[src/sv/cfr_pkg.sv]
// Shared types and constants for the checksummed frame receiver.
`timescale 1ns / 1ps
package cfr_pkg;

  // Register indexes of the configuration port
  localparam logic [1:0] CfgHeader  = 2'd0;
  localparam logic [1:0] CfgDataTyp = 2'd1;
  localparam logic [1:0] CfgAckTyp  = 2'd2;

  // Reset values of the configuration registers
  localparam logic [7:0] HeaderReset  = 8'h55;
  localparam logic [7:0] DataTypReset = 8'h01;
  localparam logic [7:0] AckTypReset  = 8'h02;

  // Header size in bytes, counted in the length field
  localparam logic [15:0] HeaderBytes = 16'd8;
  localparam logic [15:0] PrevIdReset = 16'hffff;

  // Parser phases
  typedef enum logic [3:0] {
    PH_HUNT    = 4'd0,
    PH_TYPE    = 4'd1,
    PH_ID_HI   = 4'd2,
    PH_ID_LO   = 4'd3,
    PH_CHK_HI  = 4'd4,
    PH_CHK_LO  = 4'd5,
    PH_LEN_HI  = 4'd6,
    PH_LEN_LO  = 4'd7,
    PH_PAYLOAD = 4'd8
  } cfr_phase_e;

  // Event codes reported per byte
  typedef enum logic [2:0] {
    EV_NONE    = 3'd0,
    EV_PAYLOAD = 3'd1,
    EV_GOOD    = 3'd2,
    EV_DUP     = 3'd3,
    EV_BAD_CHK = 3'd4,
    EV_ACK     = 3'd5,
    EV_BAD_LEN = 3'd6
  } cfr_event_e;

  // One result item
  typedef struct packed {
    cfr_event_e  evt;
    logic [7:0]  payload;
    logic [15:0] msg_id;
    logic [15:0] checksum;
    logic [15:0] length;
  } cfr_result_t;

endpackage

[src/sv/checksummed_frame_receiver.sv]
// Top level of the checksummed frame receiver.
`timescale 1ns / 1ps
// Usage:
//   rx channel (rx_valid_i/rx_ready_o, rx_byte_i) takes one received byte per
//   transfer. The res channel (res_valid_o/res_ready_i) gives exactly one
//   result per accepted byte, in order: an event code with the payload byte
//   and, on frame end events, the id, checksum and length from the header.
//   The configuration port (cfg_we_i, cfg_index_i, cfg_wdata_i) writes the
//   header byte or a type code, as cfg_index_i picks; write only while idle.
//   The result of an accepted byte is registered in the result register, or
//   in the skid register while a result waits. It takes one byte per cycle
//   while rx_ready_o is high; the parse state advances in the same cycle as
//   the byte is taken, with one short decode before the result register.
//   Stalls: a two-entry output buffer lets one more byte in while a result
//   waits; rx_ready_o falls only once both entries hold results.
//   Reset: the parser hunts for a header, the registers take their default
//   codes, the last good id reads all ones and the output buffer empties.
module checksummed_frame_receiver (
  input  logic        clk_i,
  input  logic        rst_ni,
  input  logic        cfg_we_i,
  input  logic [1:0]  cfg_index_i,
  input  logic [7:0]  cfg_wdata_i,
  input  logic        rx_valid_i,
  output logic        rx_ready_o,
  input  logic [7:0]  rx_byte_i,
  output logic        res_valid_o,
  input  logic        res_ready_i,
  output logic [2:0]  event_res_o,
  output logic [7:0]  payload_byte_o,
  output logic [15:0] message_id_o,
  output logic [15:0] frame_checksum_o,
  output logic [15:0] frame_length_o
);
  import cfr_pkg::*;

  cfr_result_t parse_res, out_res;
  logic        rx_fire;

  assign rx_fire = rx_valid_i && rx_ready_o;

  // Per-byte parser
  cfr_parser u_parser (
    .clk_i       (clk_i),
    .rst_ni      (rst_ni),
    .cfg_we_i    (cfg_we_i),
    .cfg_index_i (cfg_index_i),
    .cfg_wdata_i (cfg_wdata_i),
    .byte_fire_i (rx_fire),
    .byte_i      (rx_byte_i),
    .res_o       (parse_res)
  );

  // Result buffer
  cfr_skid u_skid (
    .clk_i       (clk_i),
    .rst_ni      (rst_ni),
    .in_valid_i  (rx_valid_i),
    .in_ready_o  (rx_ready_o),
    .in_data_i   (parse_res),
    .out_valid_o (res_valid_o),
    .out_ready_i (res_ready_i),
    .out_data_o  (out_res)
  );

  assign event_res_o      = out_res.evt;
  assign payload_byte_o   = out_res.payload;
  assign message_id_o     = out_res.msg_id;
  assign frame_checksum_o = out_res.checksum;
  assign frame_length_o   = out_res.length;

endmodule

[src/sv/cfr_parser.sv]
// Byte-wise frame parser: config registers, parse state and result decode.
`timescale 1ns / 1ps
module cfr_parser (
  input  logic                clk_i,
  input  logic                rst_ni,
  input  logic                cfg_we_i,
  input  logic [1:0]          cfg_index_i,
  input  logic [7:0]          cfg_wdata_i,
  input  logic                byte_fire_i,
  input  logic [7:0]          byte_i,
  output cfr_pkg::cfr_result_t res_o
);
  import cfr_pkg::*;

  logic [7:0]  header_q, data_typ_q, ack_typ_q;
  cfr_phase_e  phase_q, phase_d;
  logic        ack_q, ack_d;
  logic [15:0] id_q, id_d;
  logic [15:0] chk_q, chk_d;
  logic [15:0] len_q, len_d;
  logic [15:0] sum_q, sum_d;
  logic [15:0] pos_q, pos_d;
  logic [15:0] prev_q, prev_d;

  logic [15:0] len_full, sum_inc, pos_inc;
  logic        type_hit, last_byte;

  assign len_full  = {len_q[15:8], byte_i};
  assign sum_inc   = sum_q + {8'h00, byte_i};
  assign pos_inc   = pos_q + 16'd1;
  assign type_hit  = (byte_i == data_typ_q) || (byte_i == ack_typ_q);
  assign last_byte = (pos_inc == len_q);

  // Configuration registers
  always_ff @(posedge clk_i or negedge rst_ni) begin
    if (!rst_ni) begin
      header_q   <= HeaderReset;
      data_typ_q <= DataTypReset;
      ack_typ_q  <= AckTypReset;
    end else if (cfg_we_i) begin
      unique case (cfg_index_i)
        CfgHeader:  header_q   <= cfg_wdata_i;
        CfgDataTyp: data_typ_q <= cfg_wdata_i;
        CfgAckTyp:  ack_typ_q  <= cfg_wdata_i;
        default: ;
      endcase
    end
  end

  // Next phase
  always_comb begin
    phase_d = phase_q;
    unique case (phase_q)
      PH_HUNT:    if (byte_i == header_q) phase_d = PH_TYPE;
      PH_TYPE:    phase_d = type_hit ? PH_ID_HI : PH_HUNT;
      PH_ID_HI:   phase_d = PH_ID_LO;
      PH_ID_LO:   phase_d = PH_CHK_HI;
      PH_CHK_HI:  phase_d = PH_CHK_LO;
      PH_CHK_LO:  phase_d = PH_LEN_HI;
      PH_LEN_HI:  phase_d = PH_LEN_LO;
      PH_LEN_LO: begin
        if (ack_q || (len_full <= HeaderBytes)) phase_d = PH_HUNT;
        else phase_d = PH_PAYLOAD;
      end
      PH_PAYLOAD: if (last_byte) phase_d = PH_HUNT;
      default:    phase_d = PH_HUNT;
    endcase
  end

  // Field capture and result decode
  always_comb begin
    ack_d  = ack_q;
    id_d   = id_q;
    chk_d  = chk_q;
    len_d  = len_q;
    sum_d  = sum_q;
    pos_d  = pos_q;
    prev_d = prev_q;
    res_o  = '{evt: EV_NONE, payload: 8'h00, msg_id: 16'h0000,
               checksum: 16'h0000, length: 16'h0000};
    unique case (phase_q)
      PH_TYPE: begin
        if (type_hit) begin
          ack_d = (byte_i != data_typ_q);
          id_d  = 16'h0000;
          chk_d = 16'h0000;
          len_d = 16'h0000;
          sum_d = 16'h0000;
        end
      end
      PH_ID_HI:  id_d  = {byte_i, 8'h00};
      PH_ID_LO:  id_d  = {id_q[15:8], byte_i};
      PH_CHK_HI: chk_d = {byte_i, 8'h00};
      PH_CHK_LO: chk_d = {chk_q[15:8], byte_i};
      PH_LEN_HI: len_d = {byte_i, 8'h00};
      PH_LEN_LO: begin
        len_d = len_full;
        sum_d = 16'h0000;
        pos_d = HeaderBytes;
        if (ack_q || (len_full <= HeaderBytes)) begin
          res_o.evt      = ack_q ? EV_ACK : EV_BAD_LEN;
          res_o.msg_id   = id_q;
          res_o.checksum = chk_q;
          res_o.length   = len_full;
        end
      end
      PH_PAYLOAD: begin
        sum_d         = sum_inc;
        pos_d         = pos_inc;
        res_o.payload = byte_i;
        if (last_byte) begin
          res_o.msg_id   = id_q;
          res_o.checksum = chk_q;
          res_o.length   = len_q;
          if (sum_inc == chk_q) begin
            res_o.evt = (prev_q != id_q) ? EV_GOOD : EV_DUP;
            prev_d    = id_q;
          end else begin
            res_o.evt = EV_BAD_CHK;
          end
        end else begin
          res_o.evt = EV_PAYLOAD;
        end
      end
      default: ;
    endcase
  end

  // Parse state, advanced once per accepted byte
  always_ff @(posedge clk_i or negedge rst_ni) begin
    if (!rst_ni) begin
      phase_q <= PH_HUNT;
      ack_q   <= 1'b0;
      id_q    <= 16'h0000;
      chk_q   <= 16'h0000;
      len_q   <= 16'h0000;
      sum_q   <= 16'h0000;
      pos_q   <= 16'h0000;
      prev_q  <= PrevIdReset;
    end else if (byte_fire_i) begin
      phase_q <= phase_d;
      ack_q   <= ack_d;
      id_q    <= id_d;
      chk_q   <= chk_d;
      len_q   <= len_d;
      sum_q   <= sum_d;
      pos_q   <= pos_d;
      prev_q  <= prev_d;
    end
  end

  // A payload phase always has at least one byte left to come
  a_payload_len: assert property (@(posedge clk_i) disable iff (!rst_ni)
    (phase_q == PH_PAYLOAD) |-> (len_q > HeaderBytes) && (pos_q < len_q))
    else $error("payload phase with exhausted length");

  // Frame end events only come out of the last header or payload byte
  a_end_phase: assert property (@(posedge clk_i) disable iff (!rst_ni)
    (res_o.evt != EV_NONE && res_o.evt != EV_PAYLOAD) |->
      (phase_q == PH_LEN_LO || phase_q == PH_PAYLOAD))
    else $error("frame end event outside a frame end phase");

  // The duplicate id only moves on a good frame transfer
  a_prev_id: assert property (@(posedge clk_i) disable iff (!rst_ni)
    (prev_q != $past(prev_q)) |->
      ($past(byte_fire_i) && ($past(res_o.evt) == EV_GOOD || $past(res_o.evt) == EV_DUP)))
    else $error("previous id changed without a good frame");

endmodule

[src/sv/cfr_skid.sv]
// Two-entry output buffer: result register plus skid register.
`timescale 1ns / 1ps
module cfr_skid (
  input  logic                clk_i,
  input  logic                rst_ni,
  input  logic                in_valid_i,
  output logic                in_ready_o,
  input  cfr_pkg::cfr_result_t in_data_i,
  output logic                out_valid_o,
  input  logic                out_ready_i,
  output cfr_pkg::cfr_result_t out_data_o
);
  import cfr_pkg::*;

  logic        out_valid_q, skid_valid_q;
  cfr_result_t out_q, skid_q;
  logic        in_fire;

  assign in_ready_o  = !skid_valid_q;
  assign in_fire     = in_valid_i && in_ready_o;
  assign out_valid_o = out_valid_q;
  assign out_data_o  = out_q;

  // Valid flags
  always_ff @(posedge clk_i or negedge rst_ni) begin
    if (!rst_ni) begin
      out_valid_q  <= 1'b0;
      skid_valid_q <= 1'b0;
    end else if (out_ready_i || !out_valid_q) begin
      out_valid_q  <= skid_valid_q || in_fire;
      skid_valid_q <= 1'b0;
    end else if (in_fire) begin
      skid_valid_q <= 1'b1;
    end
  end

  // Payload registers
  always_ff @(posedge clk_i) begin
    if (out_ready_i || !out_valid_q) begin
      out_q <= skid_valid_q ? skid_q : in_data_i;
    end else if (in_fire) begin
      skid_q <= in_data_i;
    end
  end

  // The skid entry is only ever filled behind a waiting result
  a_skid_behind: assert property (@(posedge clk_i) disable iff (!rst_ni)
    skid_valid_q |-> out_valid_q)
    else $error("skid entry without a head result");

  // A stalled head result stays put
  a_head_hold: assert property (@(posedge clk_i) disable iff (!rst_ni)
    (out_valid_q && !out_ready_i) |=> (out_valid_q && $stable(out_q)))
    else $error("stalled result changed");

  // A full skid entry drains into the head when the receiver takes a transfer
  a_skid_drain: assert property (@(posedge clk_i) disable iff (!rst_ni)
    (skid_valid_q && out_ready_i) |=> (out_valid_q && !skid_valid_q
      && out_q == $past(skid_q)))
    else $error("skid entry lost");

endmodule

[config.mk]
export PLATFORM = sky130hd
export DESIGN_NAME = checksummed_frame_receiver
export DESIGN_NICKNAME = d
export VERILOG_FILES = /design/src/sv/cfr_pkg.sv /design/src/sv/checksummed_frame_receiver.sv /design/src/sv/cfr_parser.sv /design/src/sv/cfr_skid.sv
export SDC_FILE = /design/constraint.sdc
export NUM_CORES = 1
export LEC_CHECK = 0
export BUFFER_PORTS_ARGS = -buffer_cell sky130_fd_sc_hd__buf_2
export CORE_ASPECT_RATIO = 1.4
export CORE_MARGIN = 8
export CORE_UTILIZATION = 35
export CTS_BUF_LIST = sky130_fd_sc_hd__clkbuf_4
export DETAILED_ROUTE_END_ITERATION = 12
export SLEW_MARGIN = 20
export SYNTH_ARGS = -nofsm -noshare
export SYNTH_HDL_FRONTEND = slang
export SYNTH_SLANG_ARGS = --single-unit
[constraint.sdc]
create_clock -name clk_i -period 13.5 [get_ports clk_i]
set_input_delay 1.35 -clock clk_i [delete_from_list [all_inputs] [get_ports clk_i]]
set_output_delay 1.35 -clock clk_i [all_outputs]
set_load 0.03 [all_outputs]
==> results of run 1 <==
## cells in the mapped netlist, types with 4 or more instances
master / count / area [um^2]
clkbuf_1: 34 / 128
mux2_2: 85 / 957
nor4_1: 10 / 62.6
edfxtp_1: 118 / 3540
a21o_1: 4 / 30.0
inv_1: 14 / 52.6
xor2_1: 39 / 342
o211ai_1: 6 / 45.0
nand3_1: 20 / 100
ha_1: 9 / 113
o2111ai_1: 4 / 35.0
a21oi_1: 19 / 95.1
nor3_1: 11 / 55.1
o31ai_1: 12 / 90.1
nor2_1: 37 / 139
nand2b_1: 11 / 68.8
and3_1: 6 / 37.5
mux2_4: 10 / 150
buf_2: 16 / 80.1
nor2b_1: 10 / 62.6
mux2i_1: 11 / 110
a31oi_1: 7 / 43.8
o21ai_1: 5 / 25.0
nor3b_1: 5 / 37.5
a22o_1: 11 / 96.3
and2_1: 52 / 325
xnor2_1: 43 / 377
o21ai_0: 78 / 390
nand4_1: 19 / 119
nand2_1: 130 / 488
dfstp_2: 22 / 578
dfrtp_1: 105 / 2630
## report_power, final
group          leakage (nW)  total, mW  switching [mW]  internal, mW
Clock                 0.579      0.755           0.310         0.445
Sequential             2.80      0.859          0.0275         0.831
Combinational          2.50      0.154          0.0973        0.0569
## flip-flops by register name, summed over array words and instances, names as in the netlist
name                 cells
u_parser.ack_q           1
u_parser.ack_typ_q       8
u_parser.chk_q          16
u_parser.data_typ_q      8
u_parser.header_q        8
u_parser.id_q           16
u_parser.len_q          16
u_parser.phase_q         4
u_parser.pos_q          16
u_parser.prev_q         16
u_parser.sum_q          16
u_skid.out_data_o       59
u_skid.out_valid_o       1
u_skid.skid_q           59
u_skid.skid_valid_q      1
## path summary, 6_finish.rpt
| check | from | end | slack, ns | cells past startpoint |
|---|---|---|---|---|
| max in group asynchronous | rst_ni | u_parser.chk_q[7]$_DFFE_PN0P_ | 11.34 | 2 |
| worst max-delay path | rx_byte_i[0] | u_parser.prev_q[8]$_DFFE_PN1P_ | 9.50 | 12 |
| worst min register to register | u_parser.sum_q[3]$_DFFE_PN0P_ | u_parser.sum_q[3]$_DFFE_PN0P_ | 0.51 | 2 |
| min in group asynchronous | rst_ni | u_parser.ack_typ_q[5]$_DFFE_PN0P_ | 0.69 | 1 |
| worst min-delay path | u_parser.sum_q[3]$_DFFE_PN0P_ | u_parser.sum_q[3]$_DFFE_PN0P_ | 0.51 | 2 |
| worst max register to register | u_parser.pos_q[0]$_DFFE_PN0P_ | u_parser.prev_q[8]$_DFFE_PN1P_ | 10.06 | 9 |
## worst register-to-register path: cells and delay by family (launching register included)
kind / cells / cell delay, ns
AO/OA/AOI/OAI: 1 / 0.37
flip-flops: 1 / 0.48
AND/OR/NAND/NOR: 5 / 1.55
adder cells (fa/ha/maj): 1 / 0.35
multiplexers: 2 / 0.60
## per-layer routing
metal	share of wire	wire length [um]	track usage	vias up
met1	0.44	13000	0.181	4140
met4	0.040	1180	0.0789	0
li1	-	-	-	4005
met2	0.47	14000	0.233	240
met3	0.049	1470	0.0339	63
met5	0	0	0	-
## cell families (layout without fill, tap and decap cells)
| group | Yosys count | count (layout) |
|---|---|---|
| multiplexers | 106 | 106 |
| AO/OA/AOI/OAI | 175 | 175 |
| adder cells (fa/ha/maj) | 10 | 10 |
| buffers and inverters | 71 | 230 |
| XOR/XNOR | 87 | 87 |
| flip-flops | 245 | 245 |
| AND/OR/NAND/NOR | 343 | 343 |
| other | 0 | 2 |
## cell type report
cell class | instances | area share
well taps | 456 | 0.0407
inverters | 15 | 0.00402
repair buffers | 94 | 0.0357
multi-input cells | 721 | 0.368
clock buffers | 103 | 0.0551
clock inverters | 18 | 0.0153
diodes | 2 | 0.000357
flip-flops and latches | 245 | 0.481
## metrics by stage
step | worst slack [ns] | cell area, um^2
6_report | 9.50 | 14000
3_3_place_gp | 8.85 | 13000
4_1_cts | 9.55 | 14000
2_1_floorplan | 7.57 | 12200
5_1_grt | 9.32 | 14000
3_5_place_dp | 8.74 | 13000
==> summary.txt, run 1 <==
Timing
  • Worst rel slew slack: 0.320
  • WHS: 0.506 ns
  • Tmin final: 4.00 ns
  • Max Slew Vio Count: 0
  • Post-route clock period utilization: 0.296
  • Setup Skew: 0.0731 ns
  • Fmax: 0.250 GHz
  • Final hold violations: 0
  • Slew at the pin closest to its max-slew limit: 1.02 ns
  • Final setup vio count: 0
  • Final setup TNS: 0 ns
  • RSZ-0062 raised after global routing: no

Drt
  • Antenna viol nets, final: 0
  • Via count: 8448
  • Initial detailed-routing violation count: 432
  • Routed len/inst: 18.0 um
  • DRC Markers: 0
  • Final wirelength: 29700 um
  • Vias per cell: 5.11
  • Pre-antenna DRT Iters: 5

Power and ir drop
  • Pwr dens: 126 mW/mm^2
  • Leak pwr: 5.88 nW
  • Max VDD drop: 0.0000661 V
  • Total power: 1.77 mW

Floorplan
  • IO Count: 84
  • FP Rows: 81
  • Die Width: 174 um
  • Initial Util: 0.352
  • Core area: 0.0347 mm^2
  • Die footprint: 0.0411 mm^2
  • Die H: 237 um

Synth
  • Post-Synth XOR/XNOR Area: 0.0678
  • Synth Area in Compound Gates: 0.0945
  • Multiplexer share of the synthesized area: 0.0999
  • Syn Area/Cell: 11.7 um^2
  • Sequential-to-total area share from yosys stat: 0.554
  • Number of flops mapped to enable cells by yosys: 118
  • Synth warn: 0
  • Syn Nets: 1070
  • Cell count after synthesis: 1037
  • Mapped Area: 0.0122 mm^2
  • #FFs+latches synth: 245
  • Adder-Cell Fraction of Synth Area: 0.0109
  • Asr flop ratio synth: 0.518
  • Largest family of logic cells by synthesized area: simple AND/OR/NAND/NOR gates
  • Simple-Gate Fraction of Synth Area: 0.148
  • Distinct cells, synth: 85
  • Prevailing post-synth register cell: edfxtp_1

Run status
  • Status: completed

Global route
  • Largest net degree at the start of global routing: 69
  • Initial antenna violation count: 2
  • First-pass GRT wire length: 47900 um
  • Grt ovf: 0
  • Overall Global Routing Usage: 0.146
  • Vias in the first global route: 8562

Worst setup path
  • WS Path Type: primary input to flip-flop
  • Worst setup SP type: primary input
  • Cells along the critical path: buf_2 -> ha_1 -> inv_1 -> fa_1 -> nand2b_1 -> o2bb2ai_1 -> xnor3_1 -> nor3_1 -> nand3_1 -> nor4_4 -> nand4_4 -> mux2_4
  • Crit-path max FO: 16
  • CP arrival: 4.64 ns
  • Max stage delay on crit path: 0.42 ns
  • Buffer and inverter count on the worst path: 2
  • Largest delay contributor family on the critical path: simple AND/OR/NAND/NOR gates
  • Setup crit end kind: flip-flop
  • Req. time, crit path: 14.14 ns
  • CP max-delay cell: mux2_4

Finish
  • Fraction of layout cells with a size suffix above 1: 0.298
  • Nets: 1176
  • Final core utilization: 0.405
  • Area grow syn2layout: 15.1%
  • Multi-input gate area: 0.00515 mm^2
  • Commonest non-fill, non-tap cell in the layout: nand2_1
  • FF/Latch Area: 0.00675 mm^2
  • Count of non-filler cells in the finished layout: 1654
  • Commonest non-fill, non-tap cells in the layout: 130 x nand2_1, 118 x edfxtp_1, 105 x dfrtp_1, 103 x clkbuf_4, 85 x mux2_2
  • Fillers: 3357

Placed design
  • Routability cong.: 0.878
  • Post-Place Cells: 1531
  • Post-DP HPWL: 20400 um
  • IO buf count: 83

Clock tree
  • # resized after CTS: 0
  • Clock latency on the worst-skew pair: 0.74 ns
  • Worst-path clk slew: 0.06 ns
  • Clk sinks: 245
  • Max Root-Sink Buffers: 3
  • Number of setup buffers added after CTS: 0
  • CTS tree: yes
  • TritonCTS Buffers: 66
  • # hold bufs at CTS: 0
  • CTS root buf: clkbuf_4
  • # H-tree levels: 3

Worst hold path
  • Worst min path class: flip-flop to flip-flop

Job
  • Max cap viols: 0
Power figures use the tool's default switching activity.
==> run 2: changes to the inputs <==
Clock period 13.5 ns to 3.75 ns, I/O delays scaled along.
==> summary.txt, run 2 (synthesized netlist as in run 1, its figures left out) <==
Job
  • Max cap viols: 0

Floorplan
  • FP Rows: 81
  • IO Count: 84
  • Die Width: 174 um
  • Die H: 237 um
  • Initial Util: 0.352
  • Die footprint: 0.0411 mm^2
  • Core area: 0.0347 mm^2

Clock tree
  • CTS tree: yes
  • TritonCTS Buffers: 58
  • # resized after CTS: 0
  • Clk sinks: 245
  • # H-tree levels: 2
  • CTS root buf: clkbuf_4
  • Clock latency on the worst-skew pair: 0.72 ns
  • Worst-path clk slew: 0.07 ns
  • Number of setup buffers added after CTS: 0
  • Max Root-Sink Buffers: 3

Worst setup path
  • Req. time, crit path: 4.37 ns
  • Setup crit end kind: flip-flop
  • Worst setup SP type: flip-flop
  • Crit-path max FO: 16
  • CP arrival: 3.99 ns
  • WS Path Type: flip-flop to flip-flop

Drt
  • Routed len/inst: 17.8 um
  • DRC Markers: 0
  • Antenna viol nets, final: 0
  • Vias per cell: 5.03
  • Final wirelength: 29800 um
  • Via count: 8427
  • Pre-antenna DRT Iters: 5
  • Initial detailed-routing violation count: 535

Finish
  • Nets: 1201
  • Fraction of layout cells with a size suffix above 1: 0.289
  • Commonest non-fill, non-tap cell in the layout: nand2_1
  • Commonest non-fill, non-tap cells in the layout: 130 x nand2_1, 118 x edfxtp_1, 105 x dfrtp_1, 85 x mux2_2, 84 x clkbuf_4
  • Area grow syn2layout: 16.0%
  • Post-route cell area: 0.0141 mm^2
  • Final core utilization: 0.408

Timing
  • Slew at the pin closest to its max-slew limit: 1.02 ns
  • Fmax: 0.297 GHz
  • WHS: 0.125 ns
  • Final setup vio count: 0
  • Final setup TNS: 0 ns
  • RSZ-0062 raised after global routing: no
  • Max Slew Vio Count: 0
  • Setup Skew: 0.0416 ns
  • Final hold violations: 0
  • Tmin final: 3.37 ns
  • Worst rel slew slack: 0.316
  • Post-route clock period utilization: 0.899

Worst hold path
  • Worst min path class: primary input to async pin

Global route
  • First-pass GRT wire length: 47800 um
  • Vias in the first global route: 8577
  • Largest net degree at the start of global routing: 73
  • Initial antenna violation count: 1
  • Grt ovf: 0
  • Overall Global Routing Usage: 0.143

Power and ir drop
  • Leak pwr: 5.93 nW
  • Total power: 5.94 mW
  • Pwr dens: 420 mW/mm^2
  • Max VDD drop: 0.000224 V

Placed design
  • Routability cong.: 0.872
  • Post-DP HPWL: 20700 um
  • Placed inst area: 0.0132 mm^2
  • IO buf count: 83

Run status
  • Status: completed
-- run 2: area by class of cell --
type	instances	area (um^2)
clock buffers	84	631
multi-input cells	721	5150
clock inverters	25	159
well taps	456	571
flip-flops and latches	245	6750
repair buffers	127	821
inverters	15	56.3
fillers	3393	20500
diodes	1	2.50
-- run 2: worst max-delay path, stage by stage (launching register included) --
cell,delay [ns]
dfrtp_1,0.35
ha_1,0.21
inv_1,0.07
fa_1,0.40
nand2b_1,0.21
o2bb2ai_1,0.19
xnor3_1,0.19
nor3_1,0.32
nand3_1,0.18
nor4_4,0.32
nand4_4,0.38
mux2_4,0.43
-- run 2: report_power, final --
group / internal [mW] / switching, mW / leakage, nW
Clock: 1.18 / 1.09 / 0.466
Combinational: 0.226 / 0.356 / 2.66
Sequential: 2.99 / 0.101 / 2.80
-- run 2: metrics by stage --
stage / std cells / worst slack [ns]
detailed placement: 1547 / 0.225
global placement: 1547 / 0.270
finish: 1674 / 0.378
floorplan: 1037 / 0.351
CTS: 1672 / 0.345
global route: 1674 / 0.191
-- run 2: repair_timing --
action | CTS | global route
endpoints found under the setup margin | 0 | 0
hold buffers | 16 | 0
endpoints found under the hold margin | 98 | 0
-- run 2: per-layer routing --
metal / global-route usage / share of wire / up-vias / wire length, um
met5: 0 / 0 / - / 0
met4: 0.0556 / 0.029 / 0 / 865
met3: 0.0281 / 0.047 / 48 / 1390
met2: 0.245 / 0.49 / 211 / 14600
met1: 0.176 / 0.44 / 4131 / 13000
li1: - / - / 4037 / -
-- run 2: worst paths after layout --
| kind | from | to | slack, ns | depth (start not counted) |
|---|---|---|---|---|
| max in group asynchronous | rst_ni | u_parser.prev_q[2]$_DFFE_PN1P_ | 2.94 | 3 |
| worst max register to register | u_parser.sum_q[0]$_DFFE_PN0P_ | u_parser.prev_q[14]$_DFFE_PN1P_ | 0.38 | 11 |
| worst min register to register | u_parser.sum_q[6]$_DFFE_PN0P_ | u_parser.sum_q[6]$_DFFE_PN0P_ | 0.50 | 2 |
| min in group clk_i | res_ready_i | u_skid.skid_q[57]$_DFFE_PP_ | 0.13 | 3 |
| worst max-delay path | u_parser.sum_q[0]$_DFFE_PN0P_ | u_parser.prev_q[14]$_DFFE_PN1P_ | 0.38 | 11 |
| worst min-delay path | rst_ni | u_parser.ack_typ_q[4]$_DFFE_PN0P_ | 0.13 | 2 |
